`config.mk`:
```
export PLATFORM = sky130hd
export DESIGN_NAME = domain_name_ldh_check
export DESIGN_NICKNAME = d
export VERILOG_FILES = /design/src/design/dnl_pkg.sv /design/src/design/dnl_cfg.sv /design/src/design/dnl_check.sv /design/src/design/domain_name_ldh_check.sv
export SDC_FILE = /design/constraint.sdc
export NUM_CORES = 1
export LEC_CHECK = 0
export BUFFER_PORTS_ARGS = -buffer_cell sky130_fd_sc_hd__clkbuf_2
export CAP_MARGIN = 0
export CORE_AREA = 2 2 118 120
export CTS_BUF_LIST = sky130_fd_sc_hd__clkbuf_8
export CTS_CLUSTER_SIZE = 12
export DETAILED_ROUTE_END_ITERATION = 8
export DIE_AREA = 0 0 120 122
export HOLD_SLACK_MARGIN = 0.1
export PLACE_DENSITY = 0.54
export SETUP_SLACK_MARGIN = 0.02
export SLEW_MARGIN = 40
export SYNTH_ARGS = -nofsm -noshare
export SYNTH_HDL_FRONTEND = slang
export SYNTH_SLANG_ARGS = --single-unit
```
`constraint.sdc`:
```
create_clock -name clk -period 8.58 [get_ports clk]
set_clock_uncertainty 0.1 [all_clocks]
set_input_delay 0.858 -clock clk [delete_from_list [all_inputs] [get_ports clk]]
set_output_delay 0.858 -clock clk [all_outputs]
set_load 0.05 [all_outputs]
```
`src/design/dnl_pkg.sv`:
```
`timescale 1ns / 1ps

package dnl_pkg;

  // Status codes reported on the final byte of a name
  typedef enum logic [3:0] {
    ST_OK          = 4'd0,
    ST_TOO_LONG    = 4'd1,
    ST_BARE_DOT    = 4'd2,
    ST_BUF_SMALL   = 4'd3,
    ST_WILDCARD    = 4'd4,
    ST_NON_ASCII   = 4'd5,
    ST_EMPTY_LABEL = 4'd6,
    ST_UNDER_START = 4'd7,
    ST_HYPHEN_START = 4'd8,
    ST_BAD_CHAR    = 4'd9,
    ST_LABEL_LONG  = 4'd10,
    ST_TRAIL_HYPHEN = 4'd11
  } status_t;

  // Result of one item, passed from the check unit to the output register
  typedef struct packed {
    logic [7:0] out_char;
    logic       char_valid;
    logic       done_res;
    status_t    status;
    logic [7:0] error_offset;
  } res_t;

  // Configuration port
  localparam int          PADDR_W          = 3;
  localparam int          PDATA_W          = 32;
  localparam logic        REG_OUT_CAPACITY = 1'b0;
  localparam logic [7:0]  CAP_RESET        = 8'd255;

  // Characters of interest
  localparam logic [7:0] CH_DOT    = 8'h2E;
  localparam logic [7:0] CH_STAR   = 8'h2A;
  localparam logic [7:0] CH_UNDER  = 8'h5F;
  localparam logic [7:0] CH_HYPHEN = 8'h2D;
  localparam logic [7:0] CH_UA     = 8'h41;
  localparam logic [7:0] CH_UZ     = 8'h5A;
  localparam logic [7:0] CH_LA     = 8'h61;
  localparam logic [7:0] CH_LZ     = 8'h7A;
  localparam logic [7:0] CH_D0     = 8'h30;
  localparam logic [7:0] CH_D9     = 8'h39;
  localparam logic [7:0] CASE_BIT  = 8'h20;

endpackage

```
`src/design/dnl_cfg.sv`:
```
`timescale 1ns / 1ps

module dnl_cfg (
  input  logic                        clk,
  input  logic                        rst,
  input  logic                        psel,
  input  logic                        penable,
  input  logic                        pwrite,
  input  logic [dnl_pkg::PADDR_W-1:0] paddr,
  input  logic [dnl_pkg::PDATA_W-1:0] pwdata,
  output logic [dnl_pkg::PDATA_W-1:0] prdata,
  output logic                        pready,
  output logic [7:0]                  out_capacity
);
  import dnl_pkg::*;

  logic hit;
  logic wr_en;

  assign pready = 1'b1;
  assign hit    = (paddr[PADDR_W-1] == REG_OUT_CAPACITY);
  assign wr_en  = psel && penable && pwrite && pready && hit;

  always_ff @(posedge clk) begin
    if (rst) begin
      out_capacity <= CAP_RESET;
    end else if (wr_en) begin
      out_capacity <= pwdata[7:0];
    end
  end

  always_comb begin
    prdata = '0;
    if (hit) begin
      prdata = {{(PDATA_W-8){1'b0}}, out_capacity};
    end
  end

endmodule

```
`src/design/dnl_check.sv`:
```
`timescale 1ns / 1ps

module dnl_check #(
  parameter int MAX_NAME_LEN  = 253,
  parameter int MAX_LABEL_LEN = 63
) (
  input  logic          clk,
  input  logic          rst,
  input  logic          advance,
  input  logic [7:0]    in_byte,
  input  logic          is_last,
  input  logic [7:0]    out_capacity,
  output dnl_pkg::res_t res
);
  import dnl_pkg::*;

  localparam int CNT_W = $clog2(MAX_NAME_LEN + 2);
  localparam int LBL_W = $clog2(MAX_LABEL_LEN + 2);
  localparam int CMP_W = ((CNT_W > 8) ? CNT_W : 8) + 1;

  logic [CNT_W-1:0] byte_count, byte_count_next;
  logic [LBL_W-1:0] label_length, label_length_next;
  logic             after_dot, after_dot_next;
  logic [7:0]       previous_byte, previous_byte_next;
  logic             first_is_star, first_is_star_next;
  logic             dot_second, dot_second_next;
  status_t          first_error, first_error_next;
  logic [7:0]       first_error_offset, first_error_offset_next;

  logic             strip;
  logic             ldh;
  logic [CNT_W-1:0] total;
  logic [CNT_W-1:0] stripped;
  logic [LBL_W-1:0] label_inc;
  logic [CMP_W-1:0] need_len;
  logic [7:0]       tail_byte;

  always_comb begin
    strip = is_last && (in_byte == CH_DOT);
    total = (byte_count < CNT_W'(MAX_NAME_LEN + 1)) ? byte_count + 1'b1 : byte_count;
    stripped  = strip ? total - 1'b1 : total;
    need_len  = CMP_W'(stripped) + 1'b1;
    tail_byte = strip ? previous_byte : in_byte;
    label_inc = label_length + 1'b1;
    ldh = (in_byte inside {[CH_LA:CH_LZ], [CH_UA:CH_UZ], [CH_D0:CH_D9], CH_HYPHEN});

    byte_count_next         = total;
    label_length_next       = label_length;
    after_dot_next          = after_dot;
    previous_byte_next      = in_byte;
    first_error_next        = first_error;
    first_error_offset_next = first_error_offset;
    first_is_star_next = first_is_star || ((byte_count == '0) && (in_byte == CH_STAR));
    dot_second_next    = dot_second || ((byte_count == CNT_W'(1)) && (in_byte == CH_DOT));

    // Per-byte checks stop at the first error and past the length limit
    if (!strip && (first_error == ST_OK) && (byte_count < CNT_W'(MAX_NAME_LEN))) begin
      if (in_byte[7]) begin
        first_error_next = ST_NON_ASCII;
      end else if (in_byte == CH_DOT) begin
        if (after_dot) begin
          first_error_next = ST_EMPTY_LABEL;
        end else begin
          label_length_next = '0;
          after_dot_next    = 1'b1;
        end
      end else if (after_dot && (in_byte == CH_UNDER)) begin
        first_error_next = ST_UNDER_START;
      end else if (after_dot && (in_byte == CH_HYPHEN)) begin
        first_error_next = ST_HYPHEN_START;
      end else if (!ldh) begin
        first_error_next = ST_BAD_CHAR;
      end else begin
        label_length_next = label_inc;
        if (label_inc > LBL_W'(MAX_LABEL_LEN)) begin
          first_error_next = ST_LABEL_LONG;
        end else begin
          after_dot_next = 1'b0;
        end
      end
      if (first_error_next != ST_OK) begin
        first_error_offset_next = 8'(byte_count);
      end
    end

    res.out_char     = (in_byte inside {[CH_UA:CH_UZ]}) ? (in_byte | CASE_BIT) : in_byte;
    res.char_valid   = !strip;
    res.done_res     = is_last;
    res.status       = ST_OK;
    res.error_offset = '0;

    if (is_last) begin
      if (total > CNT_W'(MAX_NAME_LEN)) begin
        res.status = ST_TOO_LONG;
      end else if (stripped == '0) begin
        res.status = ST_BARE_DOT;
      end else if (need_len > CMP_W'(out_capacity)) begin
        res.status = ST_BUF_SMALL;
      end else if ((stripped >= CNT_W'(2)) && first_is_star_next && dot_second_next) begin
        res.status = ST_WILDCARD;
      end else if (first_error_next != ST_OK) begin
        res.status       = first_error_next;
        res.error_offset = first_error_offset_next;
      end else if (tail_byte == CH_HYPHEN) begin
        res.status = ST_TRAIL_HYPHEN;
      end

      // Start over for the next name
      byte_count_next         = '0;
      label_length_next       = '0;
      after_dot_next          = 1'b1;
      previous_byte_next      = '0;
      first_is_star_next      = 1'b0;
      dot_second_next         = 1'b0;
      first_error_next        = ST_OK;
      first_error_offset_next = '0;
    end
  end

  always_ff @(posedge clk) begin
    if (rst) begin
      byte_count         <= '0;
      label_length       <= '0;
      after_dot          <= 1'b1;
      previous_byte      <= '0;
      first_is_star      <= 1'b0;
      dot_second         <= 1'b0;
      first_error        <= ST_OK;
      first_error_offset <= '0;
    end else if (advance) begin
      byte_count         <= byte_count_next;
      label_length       <= label_length_next;
      after_dot          <= after_dot_next;
      previous_byte      <= previous_byte_next;
      first_is_star      <= first_is_star_next;
      dot_second         <= dot_second_next;
      first_error        <= first_error_next;
      first_error_offset <= first_error_offset_next;
    end
  end

endmodule

```
`src/design/domain_name_ldh_check.sv`:
```
`timescale 1ns / 1ps

// Streaming hostname check: takes a domain name one byte per item (is_last on
// the final byte) and returns one result item per byte, carrying the
// lower-cased byte, a flag that is low only for a stripped trailing dot, and
// on the final byte a status code with the offset of the first bad byte.
// One item is taken every cycle while in_stall is low; the per-name state (byte and
// label counts, first error) updates as each byte moves on, which is what sets
// that rate. A byte passes an input register and then a result register, where
// its result is held on the outputs while out_stall is high. out_capacity sits
// at byte address 0 of the register port and resets to 255; write it only while
// no name is in flight.
module domain_name_ldh_check #(
  parameter int MAX_NAME_LEN  = 253,
  parameter int MAX_LABEL_LEN = 63
) (
  input  logic                        clk,
  input  logic                        rst,
  input  logic                        in_valid,
  output logic                        in_stall,
  input  logic [7:0]                  in_byte,
  input  logic                        is_last,
  output logic                        out_valid,
  input  logic                        out_stall,
  output logic [7:0]                  out_char,
  output logic                        char_valid,
  output logic                        done_res,
  output logic [3:0]                  status,
  output logic [7:0]                  error_offset,
  input  logic                        psel,
  input  logic                        penable,
  input  logic                        pwrite,
  input  logic [dnl_pkg::PADDR_W-1:0] paddr,
  input  logic [dnl_pkg::PDATA_W-1:0] pwdata,
  output logic [dnl_pkg::PDATA_W-1:0] prdata,
  output logic                        pready
);
  import dnl_pkg::*;

  logic       s1_valid;
  logic [7:0] s1_byte;
  logic       s1_last;
  logic       s1_move;
  logic       accept;
  logic [7:0] cap;
  res_t       res;
  res_t       out_res;

  dnl_cfg u_cfg (
    .clk          (clk),
    .rst          (rst),
    .psel         (psel),
    .penable      (penable),
    .pwrite       (pwrite),
    .paddr        (paddr),
    .pwdata       (pwdata),
    .prdata       (prdata),
    .pready       (pready),
    .out_capacity (cap)
  );

  dnl_check #(
    .MAX_NAME_LEN  (MAX_NAME_LEN),
    .MAX_LABEL_LEN (MAX_LABEL_LEN)
  ) u_check (
    .clk          (clk),
    .rst          (rst),
    .advance      (s1_move),
    .in_byte      (s1_byte),
    .is_last      (s1_last),
    .out_capacity (cap),
    .res          (res)
  );

  // Input stage moves on whenever the result register is free or draining
  assign s1_move  = s1_valid && (!out_valid || !out_stall);
  assign in_stall = s1_valid && !s1_move;
  assign accept   = in_valid && !in_stall;

  always_ff @(posedge clk) begin
    if (rst) begin
      s1_valid  <= 1'b0;
      out_valid <= 1'b0;
    end else begin
      if (accept) begin
        s1_valid <= 1'b1;
      end else if (s1_move) begin
        s1_valid <= 1'b0;
      end
      if (s1_move) begin
        out_valid <= 1'b1;
      end else if (!out_stall) begin
        out_valid <= 1'b0;
      end
    end
  end

  always_ff @(posedge clk) begin
    if (accept) begin
      s1_byte <= in_byte;
      s1_last <= is_last;
    end
    if (s1_move) begin
      out_res <= res;
    end
  end

  assign out_char     = out_res.out_char;
  assign char_valid   = out_res.char_valid;
  assign done_res     = out_res.done_res;
  assign status       = out_res.status;
  assign error_offset = out_res.error_offset;

  a_mid_quiet: assert property (@(posedge clk) disable iff (rst)
    out_valid && !done_res |-> (status == ST_OK) && (error_offset == 8'd0))
    else $error("status or offset set on a non-final result");

  a_strip_final: assert property (@(posedge clk) disable iff (rst)
    out_valid && !char_valid |-> done_res && (out_char == CH_DOT))
    else $error("dropped byte is not a final dot");

  a_offset_code: assert property (@(posedge clk) disable iff (rst)
    out_valid && (error_offset != 8'd0) |->
      (status == ST_NON_ASCII) || (status == ST_EMPTY_LABEL) ||
      (status == ST_UNDER_START) || (status == ST_HYPHEN_START) ||
      (status == ST_BAD_CHAR) || (status == ST_LABEL_LONG))
    else $error("offset reported with a whole-name status");

  a_stall_held: assert property (@(posedge clk) disable iff (rst)
    in_stall |-> s1_valid && out_valid && out_stall)
    else $error("input stalled with room in the pipeline");

endmodule

```
==> results of run 1 <==
-- through the flow --
step / power, mW / instance area [µm²] / hold WS, ns
3_5_place_dp: 0.550 / 5160 / 0.363
3_3_place_gp: 0.548 / 5160 / 0.355
5_1_grt: 0.899 / 5390 / 0.401
6_report: 0.860 / 5390 / 0.383
4_1_cts: 0.870 / 5390 / 0.388
2_1_floorplan: 0.531 / 4970 / 0.321
-- path summary, 6_finish.rpt --
path	endpoint	slack (ns)	depth (start not counted)
max	error_offset[6]$_SDFFCE_PP0P_	2.93	18
min	u_check.first_error_offset[4]$_SDFFE_PP0P_	0.38	1
max reg2reg	error_offset[6]$_SDFFCE_PP0P_	2.93	18
min reg2reg	u_check.first_error_offset[4]$_SDFFE_PP0P_	0.38	1
-- synthesized netlist by cell type (4+ instances only) --
cell	n	area [µm²]
buf_4	25	188
and3_1	19	119
nor3_1	11	55.1
a22oi_1	6	45.0
o21ai_0	16	80.1
or2_2	4	25.0
nand2b_1	5	31.3
edfxtp_1	31	931
clkbuf_1	24	90.1
nor4_1	6	37.5
nor2_2	8	50.1
o221ai_1	4	35.0
or3_1	7	43.8
xnor2_1	7	61.3
a22o_1	8	70.1
a21oi_1	35	175
nand4_1	9	56.3
o22ai_1	4	25.0
a31oi_1	7	43.8
nand2_1	31	116
ha_1	17	213
dfxtp_1	48	961
xor2_1	8	70.1
o21a_1	4	30.0
and2_1	4	25.0
and4b_1	5	50.1
inv_1	21	78.8
nand4b_1	4	35.0
o211ai_1	12	90.1
buf_1	4	15.0
nor2_1	52	195
mux2i_1	14	140
nand3_1	14	70.1
buf_2	8	40.0
nor2b_1	7	43.8
-- area by class of cell --
type / count / area, µm² / area share, %
multi-input combinational: 407 / 2650 / 49.2
sequential: 79 / 1890 / 35.1
timing repair buffer: 59 / 303 / 5.62
tap: 180 / 225 / 4.18
clock buffer: 10 / 138 / 2.55
clock inverter: 6 / 92.6 / 1.72
inverter: 23 / 86.3 / 1.60
-- registers in the layout (all words and copies together), names as in the netlist, 4 cells and up --
register and cells:
u_check.previous_byte 8, u_check.first_error 4, error_offset 8, s1_byte 8, status 4, out_char 8, u_check.label_length 7, u_check.first_error_offset 8
u_cfg.out_capacity 8, u_check.byte_count 8
-- cells by family after synthesis --
family / count (synthesis) / synth area share [%]
AOI/OAI and AO/OA: 126 / 18.3
buffers and inverters: 85 / 8.81
DFF: 79 / 38.7
adders and majority gates: 17 / 4.35
muxes: 15 / 3.10
other: 2 / 0.154
and+or+nand+nor: 209 / 23.9
xor gates and xnor gates: 15 / 2.69
-- power by group --
group	switching, mW	total, mW	internal (mW)
registers	0.0105	0.413	0.402
logic	0.0977	0.129	0.0309
clock network	0.146	0.319	0.174
-- layer usage --
metal	up-vias	track usage, %	routed length [µm]
met4	0	5.44	209
met3	14	4.49	741
li1	2021	-	-
met1	1937	21.8	5450
met2	146	24.7	5270
met5	-	0	0
-- cells in the final DEF (no fill, tap or decap), types with 7 or more instances in the layout --
cell	count
nor2_1	52
inv_1	21
and3_1	19
a31oi_1	7
conb_1	25
edfxtp_1	31
o211ai_1	12
a22o_1	8
o21ai_0	16
dfxtp_1	48
nand2_1	31
xnor2_1	7
clkbuf_8	10
nor2_2	8
ha_1	17
nor3_1	11
mux2i_1	14
clkbuf_2	56
a21oi_1	35
or3_1	7
nand3_1	14
xor2_1	8
nand4_1	9
==> impl_metrics.yaml, run 1 <==
critical_path:
  path_cells: "and2_0, and3_1, mux2i_1, a22o_2, inv_1, ha_1, nand2_1, o22ai_1, o22ai_1, a21oi_1, ha_1, o21a_1, o21ai_0, a31oi_1, o21ai_0, nand4b_1, or3b_1, nor2_2"
  cp.required_ns: 8.72
  critPathKind: "flip-flop to flip-flop"
  r2r_start: "u_check.byte_count[2]$_SDFFE_PP0P_"
  critical-path-top-delay-family: "simple AND/OR/NAND/NOR gates"
  cp_num_buf_inv: 1
  worst_setup_path_end_kind: "flip-flop"
  path_max_fanout: 17
  cpMaxStageDelayCell: "dfxtp_1"
  critPathLaunchType: "flip-flop"
  critPathArrivalTime_ns: 5.79
  cp_slowest_stage_delay_ns: 0.73
  startpoint: "u_check.byte_count[2]$_SDFFE_PP0P_"
yosys:
  yosysUniqueCellTypes: 78
  async_flop_share_pct: 0
  ys_seq_area_share_pct: 38.7
  synth.cell_area_um2: 4890
  synth-seq-cells: 79
  synth_edf_count: 31
  syn_area_per_cell_um2: 8.92
  ys_warn_count: 0
  syn_inst: 548
  ys.flop_type: "dfxtp_1"
clock_tree:
  hold_buffers: 0
  tritoncts: "yes"
  ctsHtreeMaxLevel: 3
  numCtsBuffers: 9
  ctsResizeCount: 0
  cts_sinks: 79
  cts_buffer_depth: 2
  clkSlewWorstSetupHoldPaths_ns: 0.08
  clk_latency_ns: 0.38
  postCtsSetupRepairBufs: 0
  clock_tree.root_cell: "clkbuf_8"
global_routing:
  grt_pass1_vias: 3653
  grt_pass1_wl_um: 18600
  track_usage_pct: 16.1
  grt_overflow: 0
  grt_max_degree: 41
  antenna_found_initial: 0
route:
  via_per_inst: 5.39
  drc: 0
  ant_nets: 0
  wirelength_um: 11700
  drtIter0Drc: 287
  routed-via-count: 4118
  wire_per_inst_um: 15.3
  dr.pass1.iters: 5
power_and_ir_drop:
  power-per-cell-area_nw_per_um2: 160
  max-vdd-ir-drop_mv: 0.0641
  leakage_nw: 2.25
timing:
  fin_crit_sh_pct: 65.9
  finalHoldViolations: 0
  setup_viol_count_final: 0
  worstMarginPinSlew_ns: 0.818
  post-route-min-period_ns: 5.65
  fmax_mhz: 177
  max_slew_margin_pct: 45.3
  finalSetupTns_ns: 0
  final_max_slew_viol_count: 0
  timing.final.ws_setup_ns: 2.93
  rsz0062_at_grt: "false"
final_layout:
  final_core_utilization_pct: 39.9
  finalNonFillerCells: 764
  nets: 647
  n_fill_cell: 1371
  drive_gt1_share_pct: 17.6
  area_growth_pct: 10.3
  diodes: 0
die:
  die-area_um2: 14600
  chipHeight_um: 122
  start_util_pct: 36.2
  rows: 43
  die_w_um: 120
  coreArea_um2: 13500
  ios: 108
min_path:
  min_path_type: "flip-flop to flip-flop"
  hp-start: "u_check.first_error_offset[4]$_SDFFE_PP0P_"
place:
  gp_congestion: 0.857
  portBuffers: 56
  pre_cts_slack_ns: 3.03
  hpwl_um: 8260
  place_inst: 748
outcome:
  outcome: "completed"
run:
  cap_violations: 0
No activity file was read; power rests on OpenSTA's default activity.
==> run 2, diff against run 1 <==
--- a/config.mk
+++ b/config.mk
@@ -13,7 +13,7 @@
 export DETAILED_ROUTE_END_ITERATION = 8
 export DIE_AREA = 0 0 120 122
 export HOLD_SLACK_MARGIN = 0.1
-export PLACE_DENSITY = 0.54
+export PLACE_DENSITY = 0.56
 export SETUP_SLACK_MARGIN = 0.02
 export SLEW_MARGIN = 40
 export SYNTH_ARGS = -nofsm -noshare
==> constraint.sdc (replaced) <==
create_clock -name clk -period 5.2 [get_ports clk]
set_clock_uncertainty 0.1 [all_clocks]
set_input_delay 0.52 -clock clk [delete_from_list [all_inputs] [get_ports clk]]
set_output_delay 0.52 -clock clk [all_outputs]
set_load 0.05 [all_outputs]
==> run 2 against run 1 <==
  * Largest cell class unchanged
  * Register-to-register slack got worse by 2.4 ns
  * Non-clock buffer count increased by 27
  * Via count up 0.32%
  * Clock power grew 43%
  * Largest power group unchanged
  * Sequential power up 63%
  * Setup slack worse by 2.4 ns
  * Critical endpoint is now error_offset[4]$_SDFFCE_PP0P_
  * Sequential cell count did not move
  * Utilization up 1.2 points
==> impl_metrics.yaml, run 2 (same netlist as run 1, synthesis figures left out) <==
power_and_ir_drop:
  swShare_pct: 30.6
  power_frac_comb_pct: 16.7
  max-vdd-ir-drop_mv: 0.102
  power-per-cell-area_nw_per_um2: 244
  p_sw_mw: 0.415
  seqPwrFrac_pct: 49.7
  leakage_nw: 2.36
  intPower_mw: 0.943
  power_frac_clock_pct: 33.6
global_routing:
  antenna_found_initial: 0
  grt_overflow: 0
  grt_pass1_wl_um: 19200
  track_usage_pct: 16.3
  top_usage_layer: "met2"
  gr-usage-met3_pct: 2.95
  grt_pass1_vias: 3751
  grt_max_degree: 31
  use_met1_pct: 22.5
  gr-usage-met2_pct: 26.1
route:
  via_per_inst: 5.22
  routed-via-count: 4131
  wirelength_um: 11800
  drc: 0
  drtIter0Drc: 304
  wire_per_inst_um: 14.9
  dr.pass1.iters: 5
  ant_nets: 0
critical_path:
  critPathKind: "flip-flop to flip-flop"
  cpMaxStageDelayCell: "edfxtp_1"
  critPathLaunchType: "flip-flop"
  path_cells: "nor3b_4, nand3_1, nor2_1, inv_2, mux2i_1, a22o_2, inv_1, ha_1, nand2_1, o22ai_1, o22ai_1, a21oi_1, ha_1, o21a_1, o21ai_0, a31oi_1, o21ai_0, buf_4, nand4b_1, or3b_1, buf_4, nor2_2"
  path_max_fanout: 8
  critPathArrivalTime_ns: 4.82
  critical-path-top-delay-family: "simple AND/OR/NAND/NOR gates"
  worst_setup_path_end_kind: "flip-flop"
  cp_slowest_stage_delay_ns: 0.50
  cp_num_buf_inv: 4
  cp.required_ns: 5.32
die:
  ios: 108
  die-area_um2: 14600
  rows: 43
  start_util_pct: 36.2
  coreArea_um2: 13500
  die_w_um: 120
  chipHeight_um: 122
final_layout:
  layout_commonest_cell: "clkbuf_2"
  area_growth_pct: 13.7
  diodes: 0
  layout_common_cells: "56 x clkbuf_2, 52 x nor2_1, 48 x dfxtp_1"
  drive_gt1_share_pct: 21.1
  n_fill_cell: 1369
  finalNonFillerCells: 791
  final_core_utilization_pct: 41.1
  nets: 674
timing:
  rsz0062_at_grt: "false"
  post-route-min-period_ns: 4.69
  final_max_slew_viol_count: 0
  fmax_mhz: 213
  max_slew_margin_pct: 49.0
  finalHoldViolations: 0
  worstMarginPinSlew_ns: 0.757
  setup_viol_count_final: 0
  fin_crit_sh_pct: 90.2
  finalSetupTns_ns: 0
clock_tree:
  clock_tree.root_cell: "clkbuf_8"
  numCtsBuffers: 9
  cts_sinks: 79
  clk_latency_ns: 0.35
  postCtsSetupRepairBufs: 0
  ctsHtreeMaxLevel: 3
  hold_buffers: 0
  clkSlewWorstSetupHoldPaths_ns: 0.09
  ctsResizeCount: 0
  tritoncts: "yes"
  cts_buffer_depth: 2
min_path:
  min_path_type: "input pin to flip-flop"
place:
  hpwl_um: 8700
  gp_congestion: 0.869
  place_inst: 775
  portBuffers: 56
outcome:
  outcome: "completed"
run:
  cap_violations: 0
==> run 2: cell count changes in the layout (fill, tap and decap cells not counted), sizes merged <==
| cell | previous run | this run |
|---|---|---|
| buf | 3 | 30 |
| bufinv | 2 | 1 |
| clkbuf | 66 | 65 |
| clkinv | 3 | 4 |
| clkinvlp | 1 | 2 |
==> run 2: worst paths after layout <==
kind	start	endpoint	slack, ns	cells after the start
setup / recovery	s1_byte[6]$_DFFE_PP_	error_offset[4]$_SDFFCE_PP0P_	0.51	22
hold reg to reg	u_check.previous_byte[0]$_SDFFE_PP0P_	u_check.previous_byte[0]$_SDFFE_PP0P_	0.38	2
setup reg to reg	s1_byte[6]$_DFFE_PP_	error_offset[4]$_SDFFCE_PP0P_	0.51	22
hold / removal	in_byte[1]	s1_byte[1]$_DFFE_PP_	0.23	1
==> run 2: worst register-to-register path, stage by stage, from the launching register on <==
cell and delay (ns):
edfxtp_1 0.50, nor3b_4 0.24, nand3_1 0.23, nor2_1 0.24, inv_2 0.14, mux2i_1 0.14
a22o_2 0.27, inv_1 0.16, ha_1 0.23, nand2_1 0.07, o22ai_1 0.21, o22ai_1 0.10
a21oi_1 0.18, ha_1 0.28, o21a_1 0.11, o21ai_0 0.15, a31oi_1 0.06, o21ai_0 0.17
buf_4 0.16, nand4b_1 0.12, or3b_1 0.41, buf_4 0.19, nor2_2 0.10
==> run 2: layout make-up <==
cell class / count / area, µm² / area share [%]
clock buffers: 9 / 124 / 2.23
clock inverters: 7 / 71.3 / 1.28
inverters: 23 / 86.3 / 1.55
multi-input cells: 407 / 2650 / 47.7
flip-flops and latches: 79 / 1890 / 34.0
well taps: 180 / 225 / 4.05
repair buffers: 86 / 505 / 9.10
==> run 2: power by group through the flow <==
stage	Clock, mW	Combinational [mW]	Sequential (mW)
6_report	0.456	0.227	0.675
2_1_floorplan	0	0.163	0.714
3_5_place_dp	0	0.226	0.690
5_1_grt	0.497	0.244	0.678
3_3_place_gp	0	0.224	0.689
4_1_cts	0.471	0.227	0.675
==> run 2: layer usage <==
| metal | vias to the layer above | wire (µm) |
|---|---|---|
| li1 | 2072 | - |
| met4 | 0 | 150 |
| met3 | 11 | 671 |
| met1 | 1919 | 5600 |
| met5 | - | 0 |
| met2 | 129 | 5360 |
==> run 2: metrics by stage <==
stage               area (µm²)  worst slack [ns]  total power, mW  hold WS, ns
CTS                       5550             0.513             1.37        0.220
global route              5560             0.204             1.42        0.214
floorplan                 4970             0.750            0.877        0.321
global placement          5360             0.630            0.913        0.352
detailed placement        5360             0.546            0.916        0.363
finish                    5560             0.508             1.36        0.234
==> run 3, diff against run 2 <==
--- a/config.mk
+++ b/config.mk
@@ -7,13 +7,14 @@
 export LEC_CHECK = 0
 export BUFFER_PORTS_ARGS = -buffer_cell sky130_fd_sc_hd__clkbuf_2
 export CAP_MARGIN = 0
-export CORE_AREA = 2 2 118 120
+export CORE_AREA = 5 5 121 123
 export CTS_BUF_LIST = sky130_fd_sc_hd__clkbuf_8
 export CTS_CLUSTER_SIZE = 12
 export DETAILED_ROUTE_END_ITERATION = 8
-export DIE_AREA = 0 0 120 122
+export DIE_AREA = 0 0 126 128
 export HOLD_SLACK_MARGIN = 0.1
 export PLACE_DENSITY = 0.56
+export REMOVE_ABC_BUFFERS = 1
 export SETUP_SLACK_MARGIN = 0.02
 export SLEW_MARGIN = 40
 export SYNTH_ARGS = -nofsm -noshare
==> run 3 against run 2 <==
  * Register-to-register slack better by 0.03 ns
  * First-iteration DRC count increased by 9.9%
  * Clock power down 11%
  * Maximum frequency grew 0.54%
==> impl_metrics.yaml, run 3 (same netlist as run 1, synthesis figures left out) <==
outcome:
  outcome: "completed"
route:
  drtIter0Drc: 334
  via_per_inst: 5.22
  ant_nets: 0
  wirelength_um: 12000
  dr.pass1.iters: 5
  wire_per_inst_um: 15.2
  drc: 0
  routed-via-count: 4117
critical_path:
  critPathKind: "flip-flop to flip-flop"
  r2r_start: "u_check.byte_count[0]$_SDFFE_PP0P_"
  worst_setup_path_end_kind: "flip-flop"
  r2r_setup_slack_ns: 0.53
  startpoint: "u_check.byte_count[0]$_SDFFE_PP0P_"
  cp.required_ns: 5.33
  critPathLaunchType: "flip-flop"
  path_max_fanout: 11
  critPathArrivalTime_ns: 4.80
clock_tree:
  clk_latency_ns: 0.37
  postCtsSetupRepairBufs: 0
  ctsResizeCount: 0
  tritoncts: "yes"
  cts_sinks: 79
  clkSlewWorstSetupHoldPaths_ns: 0.08
  cts_buffer_depth: 2
  clock_tree.root_cell: "clkbuf_8"
  hold_buffers: 0
  ctsHtreeMaxLevel: 3
  numCtsBuffers: 9
final_layout:
  area_growth_pct: 12.8
  drive_gt1_share_pct: 20.6
  multi_input_area_um2: 2660
  layout_commonest_cell: "clkbuf_2"
  regArea_um2: 1890
  nets: 671
  layout_common_cells: "56 x clkbuf_2, 52 x nor2_1, 48 x dfxtp_1"
  finalNonFillerCells: 788
  n_fill_cell: 1372
  diodes: 0
  final_core_utilization_pct: 40.6
  design_area_um2: 5510
timing:
  fin_crit_sh_pct: 89.7
  finalHoldViolations: 0
  fmax_mhz: 214
  rsz0062_at_grt: "false"
  max_slew_margin_pct: 50.5
  post-route-min-period_ns: 4.67
  final_max_slew_viol_count: 0
  setup_viol_count_final: 0
  timing.final.ws_setup_ns: 0.534
  finalSetupTns_ns: 0
  worstMarginPinSlew_ns: 0.741
power_and_ir_drop:
  power_frac_comb_pct: 17.4
  intPower_mw: 0.890
  seqPwrFrac_pct: 51.5
  swShare_pct: 32.0
  leakage_nw: 2.33
  max-vdd-ir-drop_mv: 0.0881
  power-per-cell-area_nw_per_um2: 238
  p_sw_mw: 0.419
  power_frac_clock_pct: 31.0
run:
  cap_violations: 0
place:
  pre_cts_slack_ns: 0.369
  hpwl_um: 8770
  portBuffers: 56
  place_inst: 772
  gp_congestion: 0.898
  post_dp_cell_area_um2: 5340
die:
  chipHeight_um: 128
  die-area_um2: 16100
  start_util_pct: 36.0
  rows: 43
  coreArea_um2: 13600
  die_w_um: 126
  ios: 108
global_routing:
  grt_overflow: 0
  gr-usage-met3_pct: 4.04
  grt_max_degree: 31
  use_met1_pct: 21.3
  gr-usage-met2_pct: 22.2
  track_usage_pct: 15.0
  top_usage_layer: "met2"
  grt_pass1_wl_um: 19800
  antenna_found_initial: 0
  grt_pass1_vias: 3872
min_path:
  hp-start: "in_byte[1]"
  min_path_type: "input pin to flip-flop"
==> run 3: metal layers <==
| layer | vias to the layer above | part of all wire (%) |
|---|---|---|
| met4 | 0 | 1.3 |
| met3 | 13 | 5.7 |
| met1 | 1918 | 49 |
| li1 | 2065 | - |
| met2 | 121 | 44 |
| met5 | - | 0 |
==> run 3: final timing paths <==
path	end	cells after the start
max	error_offset[0]$_SDFFCE_PP0P_	20
min	s1_byte[1]$_DFFE_PP_	1
max reg2reg	error_offset[0]$_SDFFCE_PP0P_	20
min reg2reg	u_check.first_error_offset[7]$_SDFFE_PP0P_	1
==> run 3: power groups by stage <==
stage,clock [mW],sequential (mW),combinational [mW]
after global placement,0,0.688,0.225
after floorplan,0,0.719,0.133
after global routing,0.449,0.677,0.245
final,0.406,0.674,0.228
after CTS,0.418,0.675,0.227
after detailed placement,0,0.689,0.226
==> run 3: cell type report <==
type / instances / area share [%]
Clock buffer: 9 / 2.25
Inverter: 23 / 1.57
Sequential cell: 79 / 34.3
Multi-Input combinational cell: 407 / 48.3
Clock inverter: 7 / 0.727
Tap cell: 180 / 4.09
Timing Repair Buffer: 83 / 8.77
==> run 3: per-stage QoR <==
| stage | power (mW) | hold WS (ns) |
|---|---|---|
| global route | 1.37 | 0.198 |
| finish | 1.31 | 0.225 |
| detailed placement | 0.915 | 0.363 |
| floorplan | 0.852 | 0.337 |
| CTS | 1.32 | 0.206 |
| global placement | 0.913 | 0.351 |
==> run 3: worst max-delay path, stage by stage, from the launching register on <==
cell and delay [ns]:
dfxtp_1 0.59, inv_1 0.20, ha_1 0.44, nand2_1 0.10, mux2i_1 0.07, a22o_2 0.28
inv_1 0.16, ha_1 0.24, nand2_1 0.08, o22ai_2 0.25, o22ai_1 0.12, a21oi_1 0.22
ha_1 0.29, o21a_1 0.10, o21ai_0 0.14, a31oi_1 0.05, o21ai_0 0.18, buf_4 0.16
nand4b_1 0.12, or3b_4 0.50, nor2_2 0.13
